## src/rtl/polyline_delta_decoder_assert.svh

```systemverilog
// Assertion macros shared by the polyline decoder modules.
`ifndef POLYLINE_DELTA_DECODER_ASSERT_SVH
`define POLYLINE_DELTA_DECODER_ASSERT_SVH

// Same-cycle implication, checked outside reset.
`define PDD_ASSERT_IMP(label, clk, rst_n, ante, cons, msg) \
    label: assert property (@(posedge clk) disable iff (!rst_n) (ante) |-> (cons)) \
        else $error(msg);

// Next-cycle implication, checked outside reset.
`define PDD_ASSERT_NXT(label, clk, rst_n, ante, cons, msg) \
    label: assert property (@(posedge clk) disable iff (!rst_n) (ante) |=> (cons)) \
        else $error(msg);

`endif

```

## src/rtl/pdd_pkg.sv

```systemverilog
package pdd_pkg;

    localparam int PDD_MAX_DIMENSIONS = 8;
    localparam int PDD_MAX_GROUPS     = 7;

    localparam logic [7:0] BIAS        = 8'h3f;
    localparam logic [7:0] CHAR_MAX    = 8'h7f;
    localparam logic [4:0] GROUP_MASK  = 5'h1f;
    localparam int         CONT_BIT    = 5;
    localparam int         GROUP_BITS  = 5;
    localparam int         COORD_W     = 32;
    localparam int         DIM_OUT_W   = 3;

    localparam logic [3:0] TUPLE_SIZE_RST  = 4'd2;
    localparam logic [3:0] TUPLE_SIZE_ZERO = 4'd2;

    typedef enum logic [1:0] {
        ST_OK         = 2'd0,
        ST_BADCHAR    = 2'd1,
        ST_TOOLONG    = 2'd2,
        ST_UNFINISHED = 2'd3
    } t_status;

    typedef struct packed {
        logic signed [COORD_W-1:0] coordinate;
        logic [DIM_OUT_W-1:0]      dimension;
        logic                      point_complete;
        logic                      string_done;
        t_status                   status;
    } t_result;

endpackage

```

## src/rtl/pdd_core.sv

```systemverilog
`include "polyline_delta_decoder_assert.svh"

module pdd_core
    import pdd_pkg::*;
#(
    parameter int MAX_DIMENSIONS = PDD_MAX_DIMENSIONS,
    parameter int MAX_GROUPS     = PDD_MAX_GROUPS
) (
    input  logic       i_clk,
    input  logic       i_rst_n,
    input  logic       i_valid,
    input  logic       i_advance,
    input  logic [7:0] i_char,
    input  logic       i_last,
    input  logic [3:0] i_tuple_size,
    output logic       o_has_result,
    output t_result    o_result
);

    localparam int DIM_W = (MAX_DIMENSIONS > 1) ? $clog2(MAX_DIMENSIONS) : 1;
    localparam int CNT_W = $clog2(MAX_GROUPS);
    localparam int ACC_W = GROUP_BITS * MAX_GROUPS;
    localparam int EXT_W = (ACC_W > COORD_W + 1) ? ACC_W : COORD_W + 1;
    localparam int SZ_W  = 5;

    logic [COORD_W-1:0]    r_rv [MAX_DIMENSIONS];
    logic [GROUP_BITS-1:0] r_acc [MAX_GROUPS];
    logic [CNT_W-1:0]      r_count;
    logic [DIM_W-1:0]      r_dim;

    logic [7:0]         w_sub;
    logic [6:0]         w_chunk;
    logic               w_bad;
    logic               w_cont;
    logic               w_too_long;
    logic [ACC_W-1:0]   w_acc_new;
    logic [EXT_W-1:0]   w_acc_ext;
    logic [COORD_W-1:0] w_mag;
    logic [COORD_W-1:0] w_delta;
    logic [COORD_W-1:0] w_sum;
    logic [SZ_W-1:0]    w_size;
    logic [SZ_W-1:0]    w_dim_inc;
    logic               w_done;
    logic [DIM_W+2:0]   w_dim_ext;
    logic               w_finish;
    logic               w_clr_all;
    logic               w_clr_acc;
    logic [CNT_W-1:0]   n_count;
    logic [DIM_W-1:0]   n_dim;

    always_comb begin
        w_sub      = i_char - BIAS;
        w_chunk    = w_sub[6:0];
        w_bad      = (i_char < BIAS) || (i_char > CHAR_MAX);
        w_cont     = w_chunk[CONT_BIT];
        w_too_long = w_cont && (r_count == CNT_W'(MAX_GROUPS - 1));

        for (int g = 0; g < MAX_GROUPS; g++) begin
            w_acc_new[g*GROUP_BITS +: GROUP_BITS] = r_acc[g];
            if (r_count == CNT_W'(g)) begin
                w_acc_new[g*GROUP_BITS +: GROUP_BITS] = r_acc[g] | (w_chunk[4:0] & GROUP_MASK);
            end
        end

        // Zigzag decode: odd values are negative.
        w_acc_ext = EXT_W'(w_acc_new);
        w_mag     = w_acc_ext[COORD_W:1];
        w_delta   = w_acc_new[0] ? ~w_mag : w_mag;
        w_sum     = r_rv[r_dim] + w_delta;

        w_size = SZ_W'(i_tuple_size);
        if (i_tuple_size == 4'd0) begin
            w_size = SZ_W'(TUPLE_SIZE_ZERO);
        end
        if (w_size > SZ_W'(MAX_DIMENSIONS)) begin
            w_size = SZ_W'(MAX_DIMENSIONS);
        end
        w_dim_inc = SZ_W'(r_dim) + SZ_W'(1);
        w_done    = (w_dim_inc >= w_size);
        w_dim_ext = (DIM_W + 3)'(r_dim);

        w_finish  = !w_bad && !w_cont;
        w_clr_all = i_last;
        w_clr_acc = w_bad || w_too_long || w_finish;

        n_count = r_count;
        n_dim   = r_dim;
        if (w_clr_acc) begin
            n_count = '0;
        end else begin
            n_count = r_count + CNT_W'(1);
        end
        if (w_finish) begin
            n_dim = w_done ? '0 : w_dim_inc[DIM_W-1:0];
        end

        o_has_result                = w_bad || w_too_long || w_finish || i_last;
        o_result.coordinate         = '0;
        o_result.dimension          = w_dim_ext[DIM_OUT_W-1:0];
        o_result.point_complete     = 1'b0;
        o_result.string_done        = i_last;
        o_result.status             = ST_UNFINISHED;
        if (w_bad) begin
            o_result.status = ST_BADCHAR;
        end else if (w_too_long) begin
            o_result.status = ST_TOOLONG;
        end else if (w_finish) begin
            o_result.coordinate     = w_sum;
            o_result.point_complete = w_done;
            o_result.status         = (i_last && !w_done) ? ST_UNFINISHED : ST_OK;
        end
    end

    always_ff @(posedge i_clk) begin
        if (!i_rst_n) begin
            r_count <= '0;
            r_dim   <= '0;
            for (int d = 0; d < MAX_DIMENSIONS; d++) begin
                r_rv[d] <= '0;
            end
            for (int g = 0; g < MAX_GROUPS; g++) begin
                r_acc[g] <= '0;
            end
        end else if (i_advance) begin
            if (w_clr_all) begin
                r_count <= '0;
                r_dim   <= '0;
                for (int d = 0; d < MAX_DIMENSIONS; d++) begin
                    r_rv[d] <= '0;
                end
                for (int g = 0; g < MAX_GROUPS; g++) begin
                    r_acc[g] <= '0;
                end
            end else begin
                r_count <= n_count;
                r_dim   <= n_dim;
                if (w_finish) begin
                    r_rv[r_dim] <= w_sum;
                end
                for (int g = 0; g < MAX_GROUPS; g++) begin
                    if (w_clr_acc) begin
                        r_acc[g] <= '0;
                    end else begin
                        r_acc[g] <= w_acc_new[g*GROUP_BITS +: GROUP_BITS];
                    end
                end
            end
        end
    end

    `PDD_ASSERT_IMP(a_count_range, i_clk, i_rst_n, 1'b1, r_count <= CNT_W'(MAX_GROUPS - 1), "Group count passed the longest value.")
    `PDD_ASSERT_NXT(a_clear_after_last, i_clk, i_rst_n, i_advance && i_last, (r_count == '0) && (r_dim == '0), "State not cleared after end of string.")
    `PDD_ASSERT_IMP(a_last_has_result, i_clk, i_rst_n, i_valid && i_last, o_has_result, "Final character produced no result.")

endmodule

```

## src/rtl/polyline_delta_decoder.sv

```systemverilog
// Encoded polyline decoder. Each stream transaction carries one character of the
// encoded string, with tlast on its final character. A character is taken into an
// input register, decoded from there against the group accumulator and the running
// value of its tuple dimension, and its result, if any, is registered in the output
// register. One character is taken every cycle while s_axis_tready is high;
// s_axis_tready falls only while the output register holds a result that is not
// taken and the held character would produce another. Results carry the running
// coordinate (32-bit, wrapping), its dimension, a point-complete flag and a status
// in tuser. After the final character all decoding state returns to zero.
// tuple_size may be written only while idle.

`include "polyline_delta_decoder_assert.svh"

module polyline_delta_decoder
    import pdd_pkg::*;
#(
    parameter int MAX_DIMENSIONS = PDD_MAX_DIMENSIONS,
    parameter int MAX_GROUPS     = PDD_MAX_GROUPS
) (
    input  logic        i_clk,
    input  logic        i_rst_n,

    input  logic        s_axis_tvalid,
    output logic        s_axis_tready,
    input  logic [7:0]  s_axis_tdata,   // [7:0] char_in
    input  logic        s_axis_tlast,

    output logic        m_axis_tvalid,
    input  logic        m_axis_tready,
    output logic [39:0] m_axis_tdata,   // [31:0] coordinate, [34:32] dimension,
                                        // [35] point_complete, [39:36] zero
    output logic [1:0]  m_axis_tuser,   // [1:0] status
    output logic        m_axis_tlast,

    input  logic        psel,
    input  logic        penable,
    input  logic        pwrite,
    input  logic [2:0]  paddr,
    input  logic [31:0] pwdata,
    output logic [31:0] prdata,
    output logic        pready
);

    logic       r_s1_valid;
    logic [7:0] r_s1_char;
    logic       r_s1_last;
    logic       r_out_valid;
    t_result    r_out;
    logic [3:0] r_tuple_size;

    logic       w_has_result;
    t_result    w_result;
    logic       w_out_free;
    logic       w_advance;
    logic       w_cfg_wr;

    assign w_out_free    = !r_out_valid || m_axis_tready;
    assign w_advance     = r_s1_valid && (!w_has_result || w_out_free);
    assign s_axis_tready = !r_s1_valid || w_advance;

    assign pready   = 1'b1;
    assign w_cfg_wr = psel && penable && pwrite && pready && (paddr[2] == 1'b0);
    assign prdata   = (paddr[2] == 1'b0) ? {28'd0, r_tuple_size} : 32'd0;

    pdd_core #(
        .MAX_DIMENSIONS(MAX_DIMENSIONS),
        .MAX_GROUPS    (MAX_GROUPS)
    ) u_core (
        .i_clk       (i_clk),
        .i_rst_n     (i_rst_n),
        .i_valid     (r_s1_valid),
        .i_advance   (w_advance),
        .i_char      (r_s1_char),
        .i_last      (r_s1_last),
        .i_tuple_size(r_tuple_size),
        .o_has_result(w_has_result),
        .o_result    (w_result)
    );

    always_ff @(posedge i_clk) begin
        if (!i_rst_n) begin
            r_tuple_size <= TUPLE_SIZE_RST;
        end else if (w_cfg_wr) begin
            r_tuple_size <= pwdata[3:0];
        end
    end

    always_ff @(posedge i_clk) begin
        if (!i_rst_n) begin
            r_s1_valid <= 1'b0;
        end else if (s_axis_tready) begin
            r_s1_valid <= s_axis_tvalid;
        end
    end

    always_ff @(posedge i_clk) begin
        if (s_axis_tready && s_axis_tvalid) begin
            r_s1_char <= s_axis_tdata;
            r_s1_last <= s_axis_tlast;
        end
    end

    always_ff @(posedge i_clk) begin
        if (!i_rst_n) begin
            r_out_valid <= 1'b0;
        end else if (w_out_free) begin
            r_out_valid <= w_advance && w_has_result;
        end
    end

    always_ff @(posedge i_clk) begin
        if (w_out_free && w_advance && w_has_result) begin
            r_out <= w_result;
        end
    end

    assign m_axis_tvalid = r_out_valid;
    assign m_axis_tdata  = {4'd0, r_out.point_complete, r_out.dimension, r_out.coordinate};
    assign m_axis_tuser  = r_out.status;
    assign m_axis_tlast  = r_out.string_done;

    `PDD_ASSERT_IMP(a_ready_low, i_clk, i_rst_n, !s_axis_tready, r_s1_valid && r_out_valid && !m_axis_tready, "Input stalled without a blocked result.")
    `PDD_ASSERT_IMP(a_point_ok, i_clk, i_rst_n, r_out_valid && r_out.point_complete, r_out.status == ST_OK, "Completed point carries an error status.")
    `PDD_ASSERT_IMP(a_error_zero, i_clk, i_rst_n, r_out_valid && ((r_out.status == ST_BADCHAR) || (r_out.status == ST_TOOLONG)), (r_out.coordinate == '0) && !r_out.point_complete, "Error result carries a coordinate.")

endmodule

```

## config.mk

```make
export PLATFORM = sky130hd
export DESIGN_NAME = polyline_delta_decoder
export DESIGN_NICKNAME = d
export VERILOG_FILES = /design/src/rtl/pdd_pkg.sv /design/src/rtl/pdd_core.sv /design/src/rtl/polyline_delta_decoder.sv
export VERILOG_INCLUDE_DIRS = /design/src /design/src/rtl
export SDC_FILE = /design/constraint.sdc
export NUM_CORES = 1
export LEC_CHECK = 0
export BUFFER_PORTS_ARGS = -buffer_cell sky130_fd_sc_hd__clkbuf_2
export CAP_MARGIN = 10
export CORE_MARGIN = 8
export CORE_UTILIZATION = 63
export CTS_BUF_LIST = sky130_fd_sc_hd__clkbuf_8
export CTS_CLUSTER_DIAMETER = 200
export CTS_CLUSTER_SIZE = 14
export DETAILED_ROUTE_END_ITERATION = 6
export HOLD_SLACK_MARGIN = 0.03
export PLACE_DENSITY = 0.91
export SLEW_MARGIN = 20
export SYNTH_ARGS = -nofsm -noshare
export SYNTH_HDL_FRONTEND = slang
export SYNTH_SLANG_ARGS = --single-unit
```

## constraint.sdc

```tcl
create_clock -name i_clk -period 5.6 [get_ports i_clk]
set_input_delay 1.12 -clock i_clk [delete_from_list [all_inputs] [get_ports i_clk]]
set_output_delay 1.12 -clock i_clk [all_outputs]
set_load 0.01 [all_outputs]
```

==> flow_metrics.py, run 1 <==
metrics = {
    "logic_synthesis": {
        "syn_area_per_cell_um2": 12.7,
        "ys_ff_latch": 352,
        "synth_mux_area_share_pct": 10.8,
        "async_flop_share_pct": 0,
        "synth-simple-area-share_pct": 12.8,
        "yosysWarnings": 0,
        "synth_area_leaders": "edfxtp_1 (58%), mux4_2 (8.4%), nor2_1 (7.3%), ha_1 (3.0%), dfxtp_1 (2.3%)",
        "netlist_instances": 1363,
        "yosys.area_share.adder_pct": 3.16,
        "synth_cell_types": 73,
        "synth_area_mm2": 0.0173,
        "synth-seq-area-share_pct": 60.1,
        "synthFlopType": "edfxtp_1",
        "synth_compound_area_share_pct": 6.22,
        "synth_edf_count": 332,
        "yosysMostFrequentCell": "nor2_1",
        "synth_top_family_by_area": "simple AND/OR/NAND/NOR gates",
        "synth_xor_area_share_pct": 3.27,
        "yosys.area.top_type": "edfxtp_1",
        "synth_top_area_share_pct": 57.8,
        "synth_commonest_cells": "nor2_1 (337), edfxtp_1 (332), mux4_2 (64)",
    },
    "route": {
        "dr.pass1.iters": 7,
        "drt-total-wl_mm": 42.2,
        "drc": 0,
        "avgViaCountPerCell": 6.42,
        "num_vias": 11400,
        "drt-wirelength-per-cell_um": 23.8,
        "ant_nets": 0,
        "drtIter0Drc": 1457,
    },
    "cts": {
        "cts_inserted_buffers": 29,
        "htreeDepth": 1,
        "cts_root_buffer": "clkbuf_8",
        "clock_sinks": 352,
        "cts_hold_buf": 0,
        "cts_tree": "built",
        "clkLatencyLatePin_ps": 620,
        "cts.repair.resized": 0,
        "cts_buffer_depth": 3,
        "post_cts_buffers": 0,
        "path_clk_slew_ps": 100,
    },
    "global_route": {
        "overflow": 0,
        "grt_first_pass_wirelength_mm": 64.5,
        "grt_max_degree": 42,
        "grt_antenna_before_repair": 0,
        "grtUsageTotal_pct": 25.2,
        "grt_pass1_vias": 11400,
    },
    "critical_path": {
        "required_ps": 5930,
        "cpPeakStageDelay_ps": 530,
        "r2r-end": "u_core.r_rv[6][27]",
        "timing.rr.start": "u_core.r_count[0]",
        "path_class": "register to register",
        "start_kind": "register",
        "cp.arrival_ps": 5300,
        "r2r_slack_ps": 640,
        "crit_chain": "inv_1, ha_1, nor2b_1, a21oi_4, buf_4, xor2_1, ha_1, a21o_1, o21bai_1, o211ai_1, a31oi_1, o221a_1, o311ai_4, nor2_1",
        "crit_top_cell": "ha_1",
        "cp-startpoint": "u_core.r_count[0]",
        "critPathSlowestCell": "a21oi_4",
        "path_max_fanout": 20,
        "end_kind": "register",
        "reg2reg_depth": 14,
    },
    "power": {
        "ir_drop_uv": 201,
        "cellPowerDensity_mw_per_mm2": 287,
        "p_leak_nw": 6.82,
    },
    "layout": {
        "areaGrowthSynthToFinish_pct": 6.36,
        "nNetsFinal": 1512,
        "layout-drive-gt1-share_pct": 18.0,
        "fin_util_pct": 68.1,
        "insertedDiodeCount": 0,
    },
    "min_path": {
        "holdPathEnd": "u_core.r_acc[0][1]",
        "hp-class": "register to register",
        "min_path_cells": 2,
        "hold_start": "u_core.r_acc[0][1]",
    },
    "timing": {
        "timing.hold.ws_ps": 474,
        "post-route-period-util_pct": 88.6,
        "worst_pin_slew_ps": 1000,
        "finClkSkew_ps": 33.6,
        "fin_crit_ps": 4960,
        "rsz0062_at_grt": "false",
        "slew_headroom_pct": 32.9,
        "setup_tns_ps": 0,
        "fmax_mhz": 202,
        "slew_viol_final": 0,
        "setup_slack_ps": 639,
        "setup_viol": 0,
        "hold_viol": 0,
    },
    "placed_design": {
        "io_buffers": 65,
        "dp_hpwl_mm": 27.8,
        "gp_congestion": 0.968,
        "dp_slack_ps": 769,
    },
    "floorplanning": {
        "die_h_um": 182,
        "io_pins": 129,
        "dieArea_mm2": 0.0329,
        "die_w_um": 182,
        "design.core.area_mm2": 0.0270,
        "start_util_pct": 64.0,
        "rows": 60,
    },
    "run": {
        "max-cap-violations": 0,
    },
    "run_status": {
        "status": "completed",
    },
}
==> critical path, delay by kind of cell (launching register included) <==
family / cells / cell delay (ps)
AOI/OAI and AO/OA: 7 / 2440
adders and majority gates: 2 / 650
buffers and inverters: 2 / 530
DFF: 1 / 400
and+or+nand+nor: 2 / 370
xor gates and xnor gates: 1 / 280
==> layout make-up <==
class                   instances  area [µm²]
well taps                     341         427
fillers                      1831        8600
inverters                      19        71.3
repair buffers                101         621
flip-flops and latches        352       10400
clock buffers                  29         399
clock inverters                13        65.1
multi-input cells             915        6400
==> stage by stage <==
stage,total power [W],cell area (µm²),instances
2_1_floorplan,0.00375,17400,1394
3_3_place_gp,0.00398,17900,1728
3_5_place_dp,0.00401,17900,1728
4_1_cts,0.00527,18400,1770
5_1_grt,0.00544,18400,1770
6_report,0.00527,18400,1770
==> worst max-delay path by stage <==
stage	end	slack (ps)	cells after the start
global placement	m_axis_tdata[22]	880	15
CTS	u_core.r_rv[6][24]	740	15
finish	u_core.r_rv[6][27]	640	14
global route	u_core.r_rv[2][19]	430	14
detailed placement	u_core.r_rv[0][27]	770	14
floorplan	m_axis_tdata[20]	1480	16
==> registers in the layout, indices dropped and copies added, names as in the netlist, 2 cells and up, named ones only <==
name / count
m_axis_tuser: 2
u_core.r_rv: 256
u_core.r_count: 3
u_core.r_acc: 33
m_axis_tdata: 36
r_s1_char: 8
u_core.r_dim: 3
r_tuple_size: 4
==> metal layers <==
| metal | GRT usage (%) | wire, µm | vias to the layer above |
|---|---|---|---|
| li1 | - | - | 5007 |
| met1 | 32.8 | 16200 | 5642 |
| met2 | 43.0 | 20900 | 615 |
| met3 | 3.71 | 3680 | 108 |
| met4 | 8.43 | 1420 | 0 |
| met5 | 0 | 0 | - |
==> where the power goes <==
part           leakage (nW)  switching [W]  internal (W)
logic                  2.94       0.000657      0.000281
clock network         0.274       0.000818      0.000478
registers              3.61      0.0000392       0.00300
total                  6.82        0.00152       0.00376
==> layout by cell type, fill, tap and decap left out, types with 5 or more instances in the layout <==
master / Yosys / routed
xnor2_1: 18 / 18
nand2_1: 58 / 58
nand3_1: 22 / 22
and3_1: 5 / 5
edfxtp_1: 332 / 332
nor2b_1: 16 / 16
mux4_2: 64 / 64
o211ai_1: 5 / 5
nor2_2: 9 / 9
clkbuf_8: 0 / 29
clkbuf_2: 0 / 65
conb_1: 2 / 33
mux2_2: 31 / 31
xor2_1: 39 / 39
mux2i_1: 7 / 7
dfxtp_1: 20 / 18
a21o_1: 12 / 12
and2_1: 8 / 8
buf_4: 33 / 34
nand4_1: 6 / 6
nor2_1: 337 / 336
nand2b_1: 7 / 7
nand3b_1: 6 / 6
o21ai_0: 29 / 29
inv_1: 18 / 29
a31oi_1: 18 / 18
nor3_1: 25 / 25
a21oi_1: 52 / 51
ha_1: 42 / 42
==> cells by family (layout without fill, tap and decap cells) <==
logic type,Yosys count,count (layout)
AOI/OAI and AO/OA,162,162
xor gates and xnor gates,61,61
adders and majority gates,43,43
buffers and inverters,127,162
DFF,352,352
muxes,102,102
other,2,33
and+or+nand+nor,514,514
(Power assumes the default switching activity.)
==> inputs of run 2 (changes only) <==
--- a/config.mk
+++ b/config.mk
@@ -6,7 +6,7 @@
 export SDC_FILE = /design/constraint.sdc
 export NUM_CORES = 1
 export LEC_CHECK = 0
-export BUFFER_PORTS_ARGS = -buffer_cell sky130_fd_sc_hd__clkbuf_2
+export BUFFER_PORTS_ARGS = -buffer_cell sky130_fd_sc_hd__buf_4
 export CAP_MARGIN = 10
 export CORE_MARGIN = 8
 export CORE_UTILIZATION = 63
@@ -20,3 +20,4 @@
 export SYNTH_ARGS = -nofsm -noshare
 export SYNTH_HDL_FRONTEND = slang
 export SYNTH_SLANG_ARGS = --single-unit
+export TNS_END_PERCENT = 1
==> run 2 against run 1 <==
Via count is 0.61% lower. Sequential power about the same. Non-clock buffer count decreased by 1. Critical path depth increased by 1. Total power shrank 0.31%. Global-route usage decreased by 0.42 points. Die area unchanged. Utilization grew 0.60 points.
==> flow_metrics.py, run 2 (synthesized netlist as in run 1, its figures left out) <==
metrics = {
    "timing": {
        "fmax_mhz": 202,
        "setup_viol": 0,
        "finClkSkew_ps": 24.2,
        "fin_crit_ps": 4950,
        "slew_headroom_pct": 35.4,
        "rsz0062_at_grt": "false",
        "worst_pin_slew_ps": 967,
        "hold_viol": 0,
        "setup_tns_ps": 0,
        "post-route-period-util_pct": 88.4,
        "slew_viol_final": 0,
        "setup_slack_ps": 651,
    },
    "critical_path": {
        "path_class": "register to register",
        "cp.arrival_ps": 5250,
        "cp-startpoint": "u_core.r_count[0]",
        "path_max_fanout": 9,
        "timing.rr.start": "u_core.r_count[0]",
        "start_kind": "register",
        "required_ps": 5910,
        "end_kind": "register",
    },
    "cts": {
        "htreeDepth": 1,
        "clkLatencyLatePin_ps": 600,
        "cts_root_buffer": "clkbuf_8",
        "clock_sinks": 352,
        "path_clk_slew_ps": 110,
        "post_cts_buffers": 0,
        "cts_hold_buf": 0,
        "cts_tree": "built",
        "cts.repair.resized": 0,
        "cts_inserted_buffers": 29,
        "cts_buffer_depth": 3,
    },
    "placed_design": {
        "dp.cells": 1727,
        "gp_congestion": 0.920,
        "dp_slack_ps": 818,
        "dp_hpwl_mm": 27.0,
        "io_buffers": 65,
    },
    "route": {
        "drtIter0Drc": 1263,
        "ant_nets": 0,
        "num_vias": 11300,
        "drc": 0,
        "avgViaCountPerCell": 6.39,
        "drt-total-wl_mm": 41.4,
        "dr.pass1.iters": 5,
        "drt-wirelength-per-cell_um": 23.4,
    },
    "layout": {
        "final_common_cell": "nor2_1",
        "areaGrowthSynthToFinish_pct": 7.29,
        "insertedDiodeCount": 0,
        "seq_area_mm2": 0.0104,
        "largest-register": "u_core.r_rv",
        "final_cell_mix": "nor2_1 (336), edfxtp_1 (332), buf_4 (98), mux4_2 (64), nand2_1 (58)",
        "fillCellCount": 1849,
        "final_cells": 1769,
        "nNetsFinal": 1511,
        "largest_reg_flops": 256,
        "multiInputGateArea_mm2": 0.00640,
        "layout-drive-gt1-share_pct": 18.0,
    },
    "floorplanning": {
        "start_util_pct": 64.0,
        "die_w_um": 182,
        "dieArea_mm2": 0.0329,
        "die_h_um": 182,
        "rows": 60,
        "design.core.area_mm2": 0.0270,
        "io_pins": 129,
    },
    "power": {
        "cellPowerDensity_mw_per_mm2": 284,
        "p_leak_nw": 6.86,
        "ir_drop_uv": 215,
    },
    "global_route": {
        "grt_max_degree": 34,
        "grt_pass1_vias": 11400,
        "grtUsageTotal_pct": 24.8,
        "grt_antenna_before_repair": 1,
        "overflow": 0,
        "grt_first_pass_wirelength_mm": 63.1,
    },
    "min_path": {
        "hold_start": "u_core.r_acc[0][1]",
        "hp-class": "register to register",
    },
    "run_status": {
        "status": "completed",
    },
    "run": {
        "max-cap-violations": 0,
    },
}
==> run 2: path summary, 6_finish.rpt <==
check,to,slack (ps),cells after the start
min reg2reg,u_core.r_acc[0][1],500,2
min,u_core.r_acc[0][1],500,2
max,m_axis_tdata[22],650,15
max reg2reg,m_axis_tdata[22],650,15
==> run 2: cell type report <==
type                    instances  area share, %
well taps                     341           2.30
multi-input cells             915           34.6
repair buffers                100           4.19
clock buffers                  29           2.16
flip-flops and latches        352           56.0
inverters                      19          0.385
clock inverters                13          0.351
==> run 2: routing by layer <==
| layer | part of all wire (%) | vias up | track usage [%] |
|---|---|---|---|
| met3 | 9.3 | 107 | 4.37 |
| li1 | - | 4991 | - |
| met4 | 3.3 | 2 | 9.35 |
| met2 | 49 | 645 | 41.4 |
| met5 | 0.031 | - | 0 |
| met1 | 39 | 5558 | 32.1 |
==> run 2: power breakdown <==
part | switching, W | internal [W] | total, W
clock | 0.000804 | 0.000479 | 0.00128
combinational | 0.000651 | 0.000285 | 0.000935
sequential | 0.0000393 | 0.00300 | 0.00304
total | 0.00149 | 0.00376 | 0.00526
==> run 2: worst max-delay path, stage by stage (launching register included) <==
cell       delay, ps
dfxtp_1          360
inv_1            120
ha_1             280
nor2b_1          430
a21oi_4          150
xor2_1           410
ha_1             300
inv_1             80
fa_1             410
nor2b_1          230
o2111ai_2        170
a21boi_2         310
a221o_1          440
a21oi_1          150
xor2_1           630
nor2_1           180
==> run 2: metrics by stage <==
stage	util, %	power (W)	cell area [µm²]	hold WS (ps)
after CTS	68.7	0.00525	18500	493
after global routing	68.7	0.00544	18500	532
after detailed placement	67.0	0.00401	18100	478
after global placement	67.0	0.00398	18000	445
after floorplan	-	0.00375	17400	432
final	68.7	0.00526	18500	505
